**src/rtl/lfc_pkg.sv**
```systemverilog
// Shared constants for the log format classifier: format codes, register
// addresses, line feature bits, signature bytes and the tag/month lookups.
// No dependencies.
package lfc_pkg;

	// format codes
	typedef enum logic [3:0] {
		FMT_UNKNOWN   = 4'd0,
		FMT_EVENTLOG  = 4'd1,
		FMT_CAPTURE   = 4'd2,
		FMT_ZIP       = 4'd3,
		FMT_CEF       = 4'd4,
		FMT_SYSLOG    = 4'd5,
		FMT_JSON      = 4'd6,
		FMT_W3C       = 4'd7,
		FMT_ACCESSLOG = 4'd8,
		FMT_CSV       = 4'd9
	} fmt_t;

	// register indexes (byte address / 4)
	localparam logic [1:0] REG_MIN_VOTES   = 2'd0;
	localparam logic [1:0] REG_CSV_MIN     = 2'd1;
	localparam logic [1:0] REG_MAX_SAMPLES = 2'd2;

	// per-line feature bits
	localparam int LF_STARTED  = 0;
	localparam int LF_QUOTED   = 1;
	localparam int LF_FIELDS   = 2;
	localparam int LF_SOFT     = 3;
	localparam int LF_PREFIX   = 4;
	localparam int LF_DOT      = 5;
	localparam int LF_SPACE    = 6;
	localparam int LF_SPACE_OK = 7;
	localparam int LF_BRACKET  = 8;
	localparam int LF_QUOTE    = 9;
	localparam int LF_CEF      = 10;
	localparam int LF_W        = 11;

	localparam logic [LF_W-1:0] LF_CLEAR =
		(LF_W'(1) << LF_FIELDS) | (LF_W'(1) << LF_SOFT) | (LF_W'(1) << LF_PREFIX);
	localparam logic [LF_W-1:0] LF_NEED =
		(LF_W'(1) << LF_BRACKET) | (LF_W'(1) << LF_QUOTE) | (LF_W'(1) << LF_SPACE) |
		(LF_W'(1) << LF_SPACE_OK) | (LF_W'(1) << LF_PREFIX) | (LF_W'(1) << LF_DOT);

	// characters
	localparam logic [7:0] CH_LF    = 8'h0A;
	localparam logic [7:0] CH_CR    = 8'h0D;
	localparam logic [7:0] CH_TAB   = 8'h09;
	localparam logic [7:0] CH_SP    = 8'h20;
	localparam logic [7:0] CH_QUOTE = 8'h22;
	localparam logic [7:0] CH_HASH  = 8'h23;
	localparam logic [7:0] CH_COMMA = 8'h2C;
	localparam logic [7:0] CH_DOT   = 8'h2E;
	localparam logic [7:0] CH_COLON = 8'h3A;
	localparam logic [7:0] CH_SEMI  = 8'h3B;
	localparam logic [7:0] CH_LT    = 8'h3C;
	localparam logic [7:0] CH_LBRK  = 8'h5B;
	localparam logic [7:0] CH_LBRC  = 8'h7B;
	localparam logic [7:0] CH_RBRC  = 8'h7D;
	localparam logic [23:0] CEF_WIN = 24'h434546;

	// signatures (the 64-bit one holds header byte 0 in the low bits, the 32-bit ones in the high bits)
	localparam logic [63:0] SIG_EVENTLOG = 64'h00656C6946666C45;
	localparam logic [31:0] SIG_CAP_LE   = 32'hD4C3B2A1;
	localparam logic [31:0] SIG_CAP_BE   = 32'hA1B2C3D4;
	localparam logic [31:0] SIG_CAP_NG   = 32'h0A0D0D0A;
	localparam logic [31:0] SIG_ZIP      = 32'h504B0304;

	localparam logic [63:0]  FIELDS_TAG = "#Fields:";
	localparam logic [79:0]  SOFT_TAG   = "#Software:";
	localparam logic [287:0] MONTHS     = "JanFebMarAprMayJunJulAugSepOctNovDec";

	function automatic logic [7:0] fields_char(input logic [2:0] i);
		return FIELDS_TAG[8*(7-int'(i)) +: 8];
	endfunction

	function automatic logic [7:0] soft_char(input logic [3:0] i);
		logic [7:0] r;
		r = 8'h00;
		if (i < 4'd10)
			r = SOFT_TAG[8*(9-int'(i)) +: 8];
		return r;
	endfunction

	function automatic logic num_char(input logic [7:0] c);
		return (c >= 8'h30) && (c <= 8'h39);
	endfunction

	// first three characters spell a month abbreviation
	function automatic logic is_month(input logic [7:0] c0, input logic [7:0] c1,
			input logic [7:0] c2);
		logic hit;
		hit = 1'b0;
		for (int m = 0; m < 12; m++) begin
			if ({c0, c1, c2} == MONTHS[24*(11-m) +: 24])
				hit = 1'b1;
		end
		return hit;
	endfunction

endpackage

```
**src/rtl/log_format_classifier.sv**
```systemverilog
// Log format classifier top level: input register, per-byte line and vote
// update, and the format decision on a file's last byte. Uses lfc_pkg.
// Result path: format_code is valid once a file's last byte has passed the input
// register and then the result register, and later only while an earlier
// result is still held on a stalled output.
// Throughput: one byte per cycle; the input stalls only while a last byte waits
// for a result still held on a stalled output.
// Reset (arst_n low): registers take 2/3/50, all file and line state clears.
// Each file's result also clears the file state for the next byte.
module log_format_classifier #(
	parameter int SCAN_BYTES = 65536
) (
	input  logic                  clk,
	input  logic                  arst_n,
	input  logic                  in_valid,
	output logic                  in_stall,
	input  logic [7:0]            data_byte,
	input  logic                  last_byte,
	output logic                  out_valid,
	input  logic                  out_stall,
	output logic [3:0]            format_code,
	input  logic                  psel,
	input  logic                  penable,
	input  logic                  pwrite,
	input  logic [3:0]            paddr,
	input  logic [31:0]           pwdata,
	output logic [31:0]           prdata,
	output logic                  pready
);
	import lfc_pkg::*;

	localparam int CW = $clog2(SCAN_BYTES + 1);
	localparam logic [CW-1:0] SCAN_LIM = CW'(SCAN_BYTES);

	// configuration
	logic [5:0] min_votes_q, csv_min_q, max_samples_q;
	logic       cfg_wr;

	// input stage
	logic       valid_s1, last_s1;
	logic [7:0] byte_s1;
	logic       go;

	// file and line state
	logic [63:0]     hdr_q, n_hdr;
	logic [3:0]      total_q, n_total;
	logic [CW-1:0]   scan_q, n_scan;
	logic [CW-1:0]   len_q, n_len;
	logic [23:0]     first_q, n_first;
	logic [7:0]      lastns_q, n_lastns;
	logic [23:0]     tag_q, n_tag;
	logic [LF_W-1:0] flags_q, n_flags;
	logic [CW-1:0]   delim_q [3];
	logic [CW-1:0]   n_delim [3];
	logic [CW-1:0]   ptabs_q, n_ptabs;
	logic [CW-1:0]   spos_q, n_spos;
	logic [5:0]      votes_q [5];
	logic [5:0]      n_votes [5];
	logic [1:0]      choice_q, n_choice;
	logic [CW-1:0]   ref_q, n_ref;
	logic [5:0]      csvl_q, n_csvl;
	logic [5:0]      lines_q, n_lines;
	logic            w3c_q, n_w3c;

	// output register
	logic       out_valid_q;
	fmt_t       code_q, n_code;

	// config port
	assign pready = 1'b1;
	assign cfg_wr = psel & penable & pwrite;

	always_ff @(posedge clk or negedge arst_n) begin
		if (!arst_n) begin
			min_votes_q   <= 6'd2;
			csv_min_q     <= 6'd3;
			max_samples_q <= 6'd50;
		end else if (cfg_wr) begin
			case (paddr[3:2])
				REG_MIN_VOTES:   min_votes_q   <= pwdata[5:0];
				REG_CSV_MIN:     csv_min_q     <= pwdata[5:0];
				REG_MAX_SAMPLES: max_samples_q <= pwdata[5:0];
				default: ;
			endcase
		end
	end

	always_comb begin
		case (paddr[3:2])
			REG_MIN_VOTES:   prdata = {26'd0, min_votes_q};
			REG_CSV_MIN:     prdata = {26'd0, csv_min_q};
			REG_MAX_SAMPLES: prdata = {26'd0, max_samples_q};
			default:         prdata = 32'd0;
		endcase
	end

	// handshake: a last byte moves on only when the output slot frees
	assign go       = !last_s1 || !out_valid_q || !out_stall;
	assign in_stall = valid_s1 && !go;

	always_ff @(posedge clk or negedge arst_n) begin
		if (!arst_n)
			valid_s1 <= 1'b0;
		else if (!in_stall)
			valid_s1 <= in_valid;
	end

	always_ff @(posedge clk) begin
		if (in_valid && !in_stall) begin
			byte_s1 <= data_byte;
			last_s1 <= last_byte;
		end
	end

	// per-byte update: header, character features, line end, decision, end-of-file clear
	always_comb begin
		logic [7:0]  c;
		logic        blank, in_scan, do_end, skip;
		logic [CW-1:0] pos;
		logic [5:0]  limit;
		logic [7:0]  c0, c1, c2;

		n_hdr    = hdr_q;
		n_total  = total_q;
		n_scan   = scan_q;
		n_len    = len_q;
		n_first  = first_q;
		n_lastns = lastns_q;
		n_tag    = tag_q;
		n_flags  = flags_q;
		n_ptabs  = ptabs_q;
		n_spos   = spos_q;
		n_choice = choice_q;
		n_ref    = ref_q;
		n_csvl   = csvl_q;
		n_lines  = lines_q;
		n_w3c    = w3c_q;
		for (int i = 0; i < 3; i++) n_delim[i] = delim_q[i];
		for (int i = 0; i < 5; i++) n_votes[i] = votes_q[i];

		c     = byte_s1;
		blank = (c == CH_SP) || (c == CH_TAB) || (c == CH_CR);
		pos   = len_q;
		skip  = 1'b0;

		// header capture
		if (total_q < 4'd8) begin
			n_hdr[{total_q[2:0], 3'b000} +: 8] = c;
			n_total = total_q + 4'd1;
		end

		in_scan = scan_q < SCAN_LIM;
		if (in_scan)
			n_scan = scan_q + CW'(1);

		// character features
		if (in_scan && c != CH_LF) begin
			if (c == CH_COLON && tag_q == CEF_WIN)
				n_flags[LF_CEF] = 1'b1;
			n_tag = {tag_q[15:0], c};
			if (!flags_q[LF_STARTED]) begin
				if (blank)
					skip = 1'b1;
				else
					n_flags[LF_STARTED] = 1'b1;
			end
			if (!skip) begin
				if (pos < CW'(3))
					n_first[{pos[1:0], 3'b000} +: 8] = first_q[{pos[1:0], 3'b000} +: 8] | c;
				if (pos < CW'(8) && c != fields_char(pos[2:0]))
					n_flags[LF_FIELDS] = 1'b0;
				if (pos < CW'(10) && c != soft_char(pos[3:0]))
					n_flags[LF_SOFT] = 1'b0;

				// access-log prefix: digits, dots and colons up to the first space
				if (!flags_q[LF_SPACE]) begin
					if (c == CH_SP) begin
						n_flags[LF_SPACE] = 1'b1;
						n_spos = pos;
					end else if (c == CH_DOT) begin
						n_flags[LF_DOT] = 1'b1;
					end else if (!num_char(c) && c != CH_COLON) begin
						n_flags[LF_PREFIX] = 1'b0;
					end
				end else if (!blank) begin
					n_flags[LF_SPACE_OK] = 1'b1;
				end

				if (c == CH_LBRK && !flags_q[LF_QUOTE])
					n_flags[LF_BRACKET] = 1'b1;

				// quote-aware delimiter counts; tabs wait until a non-blank follows
				if (c == CH_QUOTE) begin
					n_flags[LF_QUOTE]  = 1'b1;
					n_flags[LF_QUOTED] = !flags_q[LF_QUOTED];
				end else if (!flags_q[LF_QUOTED]) begin
					if (c == CH_COMMA)
						n_delim[0] = delim_q[0] + CW'(1);
					else if (c == CH_SEMI)
						n_delim[2] = delim_q[2] + CW'(1);
					else if (c == CH_TAB)
						n_ptabs = ptabs_q + CW'(1);
				end

				if (!blank) begin
					n_delim[1] = delim_q[1] + n_ptabs;
					n_ptabs    = '0;
					n_lastns   = c;
				end
				if (len_q < SCAN_LIM)
					n_len = len_q + CW'(1);
			end
		end

		// line end: vote on the finished line
		do_end = (in_scan && c == CH_LF) || last_s1;
		limit  = (max_samples_q == 6'd0) ? 6'd1 : max_samples_q;
		c0 = n_first[7:0];
		c1 = n_first[15:8];
		c2 = n_first[23:16];
		if (do_end) begin
			if (n_flags[LF_STARTED] && n_lines < limit) begin
				n_lines = n_lines + 6'd1;
				if (n_flags[LF_CEF])
					n_votes[0] = n_votes[0] + 6'd1;
				if (c0 == CH_LT && num_char(c1))
					n_votes[1] = n_votes[1] + 6'd1;
				if (is_month(c0, c1, c2))
					n_votes[2] = n_votes[2] + 6'd1;
				if (c0 == CH_LBRC && n_lastns == CH_RBRC)
					n_votes[3] = n_votes[3] + 6'd1;
				if ((n_flags[LF_FIELDS] && n_len >= CW'(8)) ||
						(n_flags[LF_SOFT] && n_len >= CW'(10)))
					n_w3c = 1'b1;
				if ((n_flags & LF_NEED) == LF_NEED && n_spos >= CW'(7))
					n_votes[4] = n_votes[4] + 6'd1;
				if (c0 != CH_HASH) begin
					for (int i = 0; i < 3; i++) begin
						if (n_delim[i] != '0) begin
							if (n_choice == 2'd0) begin
								n_choice = 2'(i + 1);
								n_ref    = n_delim[i];
								n_csvl   = 6'd1;
							end else if (n_choice == 2'(i + 1) && n_delim[i] == n_ref) begin
								if (n_csvl < 6'd63)
									n_csvl = n_csvl + 6'd1;
							end
						end
					end
				end
			end
			n_len    = '0;
			n_first  = '0;
			n_lastns = '0;
			n_tag    = '0;
			n_flags  = LF_CLEAR;
			n_ptabs  = '0;
			n_spos   = '0;
			for (int i = 0; i < 3; i++) n_delim[i] = '0;
		end

		// decision by fixed priority
		if (n_total < 4'd4)
			n_code = FMT_UNKNOWN;
		else if (n_total >= 4'd8 && n_hdr == SIG_EVENTLOG)
			n_code = FMT_EVENTLOG;
		else if ({n_hdr[7:0], n_hdr[15:8], n_hdr[23:16], n_hdr[31:24]} == SIG_CAP_LE ||
				{n_hdr[7:0], n_hdr[15:8], n_hdr[23:16], n_hdr[31:24]} == SIG_CAP_BE ||
				{n_hdr[7:0], n_hdr[15:8], n_hdr[23:16], n_hdr[31:24]} == SIG_CAP_NG)
			n_code = FMT_CAPTURE;
		else if ({n_hdr[7:0], n_hdr[15:8], n_hdr[23:16], n_hdr[31:24]} == SIG_ZIP)
			n_code = FMT_ZIP;
		else if (n_lines == 6'd0)
			n_code = FMT_UNKNOWN;
		else if (n_votes[0] >= min_votes_q)
			n_code = FMT_CEF;
		else if (n_votes[1] >= min_votes_q || n_votes[2] >= min_votes_q)
			n_code = FMT_SYSLOG;
		else if (n_votes[3] >= min_votes_q)
			n_code = FMT_JSON;
		else if (n_w3c)
			n_code = FMT_W3C;
		else if (n_votes[4] >= min_votes_q)
			n_code = FMT_ACCESSLOG;
		else if (n_csvl >= csv_min_q)
			n_code = FMT_CSV;
		else
			n_code = FMT_UNKNOWN;

		// end of file: start the next one clean
		if (last_s1) begin
			n_hdr    = '0;
			n_total  = '0;
			n_scan   = '0;
			n_choice = '0;
			n_ref    = '0;
			n_csvl   = '0;
			n_lines  = '0;
			n_w3c    = 1'b0;
			for (int i = 0; i < 5; i++) n_votes[i] = '0;
		end
	end

	// state registers
	always_ff @(posedge clk or negedge arst_n) begin
		if (!arst_n) begin
			hdr_q    <= '0;
			total_q  <= '0;
			scan_q   <= '0;
			len_q    <= '0;
			first_q  <= '0;
			lastns_q <= '0;
			tag_q    <= '0;
			flags_q  <= LF_CLEAR;
			ptabs_q  <= '0;
			spos_q   <= '0;
			choice_q <= '0;
			ref_q    <= '0;
			csvl_q   <= '0;
			lines_q  <= '0;
			w3c_q    <= 1'b0;
			for (int i = 0; i < 3; i++) delim_q[i] <= '0;
			for (int i = 0; i < 5; i++) votes_q[i] <= '0;
		end else if (valid_s1 && go) begin
			hdr_q    <= n_hdr;
			total_q  <= n_total;
			scan_q   <= n_scan;
			len_q    <= n_len;
			first_q  <= n_first;
			lastns_q <= n_lastns;
			tag_q    <= n_tag;
			flags_q  <= n_flags;
			ptabs_q  <= n_ptabs;
			spos_q   <= n_spos;
			choice_q <= n_choice;
			ref_q    <= n_ref;
			csvl_q   <= n_csvl;
			lines_q  <= n_lines;
			w3c_q    <= n_w3c;
			for (int i = 0; i < 3; i++) delim_q[i] <= n_delim[i];
			for (int i = 0; i < 5; i++) votes_q[i] <= n_votes[i];
		end
	end

	// result register
	always_ff @(posedge clk or negedge arst_n) begin
		if (!arst_n)
			out_valid_q <= 1'b0;
		else if (valid_s1 && go && last_s1)
			out_valid_q <= 1'b1;
		else if (!out_stall)
			out_valid_q <= 1'b0;
	end

	always_ff @(posedge clk) begin
		if (valid_s1 && go && last_s1)
			code_q <= n_code;
	end

	assign out_valid   = out_valid_q;
	assign format_code = code_q;

	// checks
	a_code_range: assert property (@(posedge clk) disable iff (!arst_n)
		out_valid_q |-> code_q <= FMT_CSV)
		else $error("format code out of range");

	a_stall_cause: assert property (@(posedge clk) disable iff (!arst_n)
		in_stall |-> valid_s1 && last_s1 && out_valid_q)
		else $error("input stalled without a pending result");

	a_file_clear: assert property (@(posedge clk) disable iff (!arst_n)
		valid_s1 && go && last_s1 |=> lines_q == 6'd0 && total_q == 4'd0 && scan_q == '0)
		else $error("file state not cleared after result");

endmodule

```
**config.mk**
```make
export PLATFORM = sky130hd
export DESIGN_NAME = log_format_classifier
export DESIGN_NICKNAME = d
export VERILOG_FILES = /design/src/rtl/lfc_pkg.sv /design/src/rtl/log_format_classifier.sv
export SDC_FILE = /design/constraint.sdc
export NUM_CORES = 1
export LEC_CHECK = 0
export BUFFER_PORTS_ARGS = -buffer_cell sky130_fd_sc_hd__buf_2
export CAP_MARGIN = 30
export CORE_ASPECT_RATIO = 2
export CORE_MARGIN = 2
export CORE_UTILIZATION = 40
export CTS_CLUSTER_SIZE = 14
export DETAILED_ROUTE_END_ITERATION = 10
export PLACE_DENSITY = 0.65
export SETUP_SLACK_MARGIN = 0.1
export SLEW_MARGIN = 10
export SYNTH_ARGS = -nofsm -noshare
export SYNTH_HDL_FRONTEND = slang
export SYNTH_SLANG_ARGS = --single-unit
```
**constraint.sdc**
```tcl
create_clock -name clk -period 10.6 [get_ports clk]
set_input_delay 1.06 -clock clk [delete_from_list [all_inputs] [get_ports clk]]
set_output_delay 1.06 -clock clk [all_outputs]
set_load 0.05 [all_outputs]
```
==> key figures, run 1 <==
Outcome
  – Outcome: finished, final reports clean

Layout
  – Register Area: 8810 µm²
  – Nets: 3,177
  – Area of the multi-input gates: 15,500 µm²
  – Design area: 27,700 µm²
  – Area grow syn2layout: 8.58%
  – FILL cells: 6,158
  – Commonest non-fill, non-tap cell in the layout: nand2_1
  – Highest-count cells in the layout ignoring fill and taps: nand2_1 (420), dfrtp_1 (327), o21ai_0 (305)
  – Diodes inserted: 0
  – Layout cells sized above 1: 8.93%

Routing
  – Routed wire per std cell: between 20 and 25 µm
  – DR iter-0 viols: roughly 2,000
  – Routed vias/inst: 6.23
  – Remaining routing DRC violations: 0
  – Final WL: 92,300 µm
  – First-pass DRT Iterations: 6
  – Post-DRT Antenna Nets: 0
  – Vias: 24,000

Placement
  – Placed cell area: 26,300 µm²
  – Dpl hpwl: 67,200 µm
  – PortBufs: 35
  – Routability cong.: 1.03
  – Pre-CTS WS: ~0.77 ns

Hold path
  – Hold crit path type: reg2reg

Clocking
  – Worst skew pair latency: 0.58 ns
  – Total CTS buffers: 37
  – Post-CTS setup buffer count: 0
  – Clock H-tree levels: 2
  – CTS tree: yes
  – Sink Count: 349
  – Clock buffer depth: 3
  – CTS Hold Buffers Added: 0
  – Worst-path clk slew: 0.06 ns
  – Root Buffer: clkbuf_16
  – Cts repair resizes: 0

Floorplan
  – Die area: 65,800 µm²
  – DIE HEIGHT: 361 µm
  – Core Area: 62,900 µm²
  – Die width: 182 µm
  – Row count: 130
  – Starting density of the core: 40.5%
  – IO Count: between 90 and 100

Setup path
  – Slowest cell on crit path: or4b_1
  – Worst path bufs/invs: 2
  – Required time of the worst setup path: roughly 11 ns
  – Critical Path AT: 10.18 ns
  – R2r setup slk: 0.74 ns
  – WS Path Type: reg2reg
  – CP Max Fanout: 17
  – Largest stage delay, worst path: 0.58 ns
  – Crit start category: flop
  – CP endpoint kind: flop
  – Cell family with most CP delay: simple AND/OR/NAND/NOR gates
  – CP dominant cell by count: a21oi_1

STA
  – Slew @ Worst Pin: 1.14 ns
  – RSZ-0062 raised after global routing: false
  – Maximum operating frequency: 101 MHz
  – Final hold vios: 0
  – Hold WS: 0.484 ns
  – Final setup viols: 0
  – Final min period: 9.86 ns
  – Fin Setup TNS: 0 ns
  – Slew Viols, Final: 0
  – Crit share post-route: 93.1%
  – Clock Skews: 0.0198 ns
  – Worst slew margin: 23.4%
  – Setup WS post-layout: 0.736 ns

Global routing
  – Pin count of the biggest net entering global routing: 96
  – Vias in the first global route: between 20,000 and 25,000
  – First-pass GRT wire length: 140,000 µm
  – Initial antenna violation count: 0
  – Gr ovfl total: 0
  – Gr usage total: 27.8%

Synth
  – Number of synthesized flops with an enable pin: 13
  – Cells after synthesis: 3,087
  – Share of the synthesized area in the top cell type: approximately a third
  – FF+latch count, synth: 349
  – Seq/Total Area, Yosys: between 30% and 40%
  – Async set-reset flop share out of synthesis: 96.3%
  – Ys Warns: 0
  – Ys flop type: dfrtp_1
  – Synth area leaders: dfrtp_1 (32%), nand2_1 (6.2%), o21ai_0 (6.0%), ha_1 (4.1%), a22o_1 (3.4%)
  – Cell taking the most area after synthesis: dfrtp_1
  – Syn_area_per_cell: about 8.3 µm²
  – Synth cell types: 103
  – Post-synthesis cell area: 25,500 µm²

Flow run
  – Max-cap violations: 0

Power
  – Leak: 11.8 nW
  – PwrDens: 157 nW/µm²
  – Worst vdd ir: 0.0000903 V
  – Total power: between 0.004 and 0.005 W
-- report_power, final --
group / total, W / internal [W] / switching, W
Sequential: 0.00165 / 0.00149 / 0.000164
Clock: 0.00139 / 0.000799 / 0.000595
Combinational: 0.00130 / 0.000451 / 0.000845
-- registers in the layout, indices dropped and copies added (netlist names), 8 cells and up --
register,flops
byte_s1,8
delim_q,51
first_q,24
flags_q,11
hdr_q,64
lastns_q,8
len_q,17
ptabs_q,17
ref_q,17
scan_q,17
spos_q,17
tag_q,24
votes_q,30
-- layer usage --
layer	global-route usage, %	wire length (µm)	up-vias	share of wire, %
li1	-	-	11200	-
met1	27.4	31400	11600	34
met2	51.4	48300	926	52
met3	3.42	3980	403	4.3
met4	22.5	8620	0	9.3
met5	0	0	-	0
-- Yosys cell counts (14+ instances only) --
cell	n
nand2_1	422
a31oi_1	29
nor2_1	221
nor3_1	81
or2_2	14
clkbuf_1	169
o21ai_0	305
buf_1	16
nor3b_1	24
nor2b_1	34
nor4_1	47
dfrtp_1	327
o22ai_1	18
nand2b_1	41
nand4_1	68
xnor2_1	90
o31ai_1	31
or3_1	28
o21a_1	19
xor2_1	58
nand3b_1	18
mux2_2	28
a21oi_1	138
nand3_1	102
o211ai_1	22
or4_1	20
and2_1	24
a22o_1	98
and3_1	38
mux2i_1	69
a21o_1	26
inv_1	71
a211oi_1	19
a32o_1	14
buf_4	29
ha_1	83
-- final timing paths --
kind	startpoint	to	cells after the start
worst max-delay path	byte_s1[5]	format_code[0]	38
worst min-delay path	hdr_q[14]	hdr_q[14]	2
worst max register to register	byte_s1[5]	format_code[0]	38
worst min register to register	hdr_q[14]	hdr_q[14]	2
max in group asynchronous	arst_n	spos_q[9]	4
min in group asynchronous	arst_n	votes_q[19]	1
-- layout make-up --
| cell class | count | area share, % |
|---|---|---|
| Sequential cell | 349 | 31.9 |
| Multi-Input combinational cell | 2465 | 56.1 |
| Clock buffer | 55 | 4.00 |
| Clock inverter | 13 | 0.534 |
| Inverter | 72 | 0.977 |
| Tap cell | 792 | 3.58 |
| Timing Repair Buffer | 116 | 2.92 |
-- metrics by stage --
stage	cells	utilization [%]
3_5_place_dp	3786	41.8
5_1_grt	3862	43.9
3_3_place_gp	3780	41.8
6_report	3862	43.9
2_1_floorplan	3112	-
4_1_cts	3854	43.8
-- worst min-delay path, delay by kind of cell (launching register included) --
kind            cells  cell delay (ns)
simple gates        1             0.04
compound gates      1             0.06
flops               1             0.34
-- logic make-up (layout without fill, tap and decap cells) --
logic type | after synthesis | in the layout | share of synthesized area [%]
adders and majority gates | 84 | 84 | 4.16
and+or+nand+nor | 1244 | 1244 | 24.5
buffers and inverters | 298 | 256 | 5.03
muxes | 98 | 98 | 3.99
AOI/OAI and AO/OA | 861 | 861 | 22.3
other | 2 | 27 | 0.0295
xor gates and xnor gates | 151 | 151 | 5.35
DFF | 349 | 349 | 34.6
No activity file was read; power rests on OpenSTA's default activity.
==> run 2: changes to the inputs <==
--- a/config.mk
+++ b/config.mk
@@ -7,7 +7,7 @@
 export LEC_CHECK = 0
 export BUFFER_PORTS_ARGS = -buffer_cell sky130_fd_sc_hd__buf_2
 export CAP_MARGIN = 30
-export CORE_ASPECT_RATIO = 2
+export CORE_ASPECT_RATIO = 1.4
 export CORE_MARGIN = 2
 export CORE_UTILIZATION = 40
 export CTS_CLUSTER_SIZE = 14
==> key figures, run 2 (same netlist as run 1, synthesis figures left out) <==
Outcome
  – Outcome: finished, final reports clean

STA
  – Maximum operating frequency: 102 MHz (+0.30%)
  – RSZ-0062 raised after global routing: false
  – Crit share post-route: 92.8% (-0.28 points)
  – Worst slew margin: 24.7% (+1.3 points)
  – Slew @ Worst Pin: 1.11 ns (-0.0248 ns)
  – Slew Viols, Final: 0 (unchanged)
  – Final min period: 9.83 ns (-0.0299 ns)
  – Clock Skews: 0.0387 ns (+0.0190 ns)
  – Final hold vios: 0 (unchanged)
  – Final setup viols: 0 (unchanged)
  – Fin Setup TNS: 0 ns (unchanged)
  – Hold WS: 0.423 ns (-0.0608 ns)

Global routing
  – First-pass GRT wire length: 128,000 µm (-8.8%)
  – Vias in the first global route: 22,800 (-4.0%)
  – Initial antenna violation count: 0 (unchanged)
  – Pin count of the biggest net entering global routing: 120 (+25%)
  – Gr ovfl total: 0 (unchanged)
  – Gr usage total: 24.5% (-3.3 points)

Clocking
  – Clock H-tree levels: 2 (unchanged)
  – Clock buffer depth: 3 (unchanged)
  – CTS Hold Buffers Added: 0 (unchanged)
  – Post-CTS setup buffer count: 0 (unchanged)
  – Worst skew pair latency: 0.58 ns (about the same)
  – Sink Count: 349 (unchanged)
  – Root Buffer: clkbuf_16
  – Cts repair resizes: 0 (unchanged)
  – CTS tree: yes
  – Worst-path clk slew: 0.06 ns (about the same)
  – Total CTS buffers: 40 (+8.1%)

Setup path
  – Crit start category: flop
  – Critical Path AT: 10.15 ns (-0.03 ns)
  – Slowest cell on crit path: or4b_1
  – CP endpoint kind: flop
  – CP dominant cell by count: buf_4
  – CP Max Fanout: 14 (-3)
  – Largest stage delay, worst path: 0.59 ns (about the same)
  – Required time of the worst setup path: 10.92 ns (about the same)
  – WS Path Type: reg2reg

Layout
  – Nets: 3,160 (-0.54%)
  – Max FFs per register: 64 (unchanged)
  – Commonest non-fill, non-tap cell in the layout: nand2_1
  – Diodes inserted: 0 (unchanged)
  – FILL cells: 6,320 (+2.6%)
  – Area grow syn2layout: 8.71%
  – Highest-count cells in the layout ignoring fill and taps: nand2_1 (420), dfrtp_1 (327), o21ai_0 (305)
  – Most flops, register: hdr_q
  – Largest registers: hdr_q: 64 flops, delim_q: 51 flops, votes_q: 30 flops
  – Layout cells sized above 1: 8.48% (-0.45 points)

Placement
  – Dpl hpwl: 57,300 µm (-15%)
  – PortBufs: 35 (unchanged)
  – Routability cong.: 0.966 (-6.3%)

Routing
  – Final WL: 81,000 µm (-12%)
  – Remaining routing DRC violations: 0 (unchanged)
  – Routed wire per std cell: 20.8 µm (-13%)
  – First-pass DRT Iterations: 6 (unchanged)
  – Post-DRT Antenna Nets: 0 (unchanged)
  – DR iter-0 viols: 1,834 (-6.2%)
  – Vias: 23,600 (-1.8%)
  – Routed vias/inst: 6.08 (-2.4%)

Floorplan
  – Row count: 109 (-16%)
  – IO Count: 91 (unchanged)
  – Core Area: 63,000 µm² (about the same)
  – Die width: 217 µm (+19%)
  – Die area: 65,700 µm² (-0.14%)
  – DIE HEIGHT: 303 µm (-16%)
  – Starting density of the core: 40.4% (about the same)

Power
  – Leak: 11.7 nW (-0.34%)
  – PwrDens: 158 nW/µm² (+0.39%)
  – Worst vdd ir: 0.000149 V (+65%)

Hold path
  – Hold crit path type: in2async

Flow run
  – Max-cap violations: 0 (unchanged)
==> run 2: changes by cell type in the layout (fill, tap and decap cells not counted), sizes merged <==
cell	previous run	this run
clkinvlp	1	3
inv	73	74
buf	116	94
clkinv	8	12
bufinv	3	5
clkdlybuf4s15	0	1
clkbuf	55	52
==> run 2: critical path, delay by kind of cell (launching register included) <==
kind	cells	cell delay (ns)
adder cells (fa/ha/maj)	2	0.64
buffers and inverters	6	1.24
AND/OR/NAND/NOR	16	3.14
multiplexers	2	0.66
XOR/XNOR	2	0.35
AO/OA/AOI/OAI	14	3.10
flip-flops	1	0.41
==> run 2: layout make-up <==
type	count	area, µm²	share of cell area, %
multi-input combinational	2465	15500	56.1
sequential	349	8810	31.8
clock buffer	51	1100	3.98
inverter	72	270	0.976
clock inverter	22	270	0.976
timing repair buffer	96	674	2.44
tap	832	1040	3.76
==> run 2: per-layer routing <==
metal	vias up	part of all wire [%]	global-route usage, %
met5	-	0	0
met4	0	5.7	13.7
met3	245	5.2	2.97
met2	837	49	42.7
met1	11400	40	29.2
li1	11100	-	-
==> run 2: power breakdown <==
part / switching (W) / internal [W]
Sequential: 0.000167 / 0.00149
Clock: 0.000610 / 0.000864
Combinational: 0.000792 / 0.000443
==> run 2: per-stage QoR <==
stage,util [%],worst slack (ns),instance area (µm²),instances,power [W]
floorplan,-,2.17,25600,3112,0.00254
global placement,41.7,0.960,26200,3807,0.00287
detailed placement,41.7,0.954,26300,3810,0.00289
CTS,43.9,0.917,27600,3883,0.00437
global route,43.9,0.282,27700,3887,0.00460
finish,43.9,0.766,27700,3887,0.00437
==> run 2: final timing paths <==
path / startpoint / endpoint / slack (ns) / cells after the start
min in group clk: hdr_q[25] / hdr_q[25] / 0.48 / 2
hold reg to reg: hdr_q[25] / hdr_q[25] / 0.48 / 2
max in group asynchronous: arst_n / flags_q[4] / 8.31 / 4
hold / removal: arst_n / scan_q[9] / 0.42 / 1
setup / recovery: byte_s1[4] / format_code[0] / 0.77 / 42
setup reg to reg: byte_s1[4] / format_code[0] / 0.77 / 42
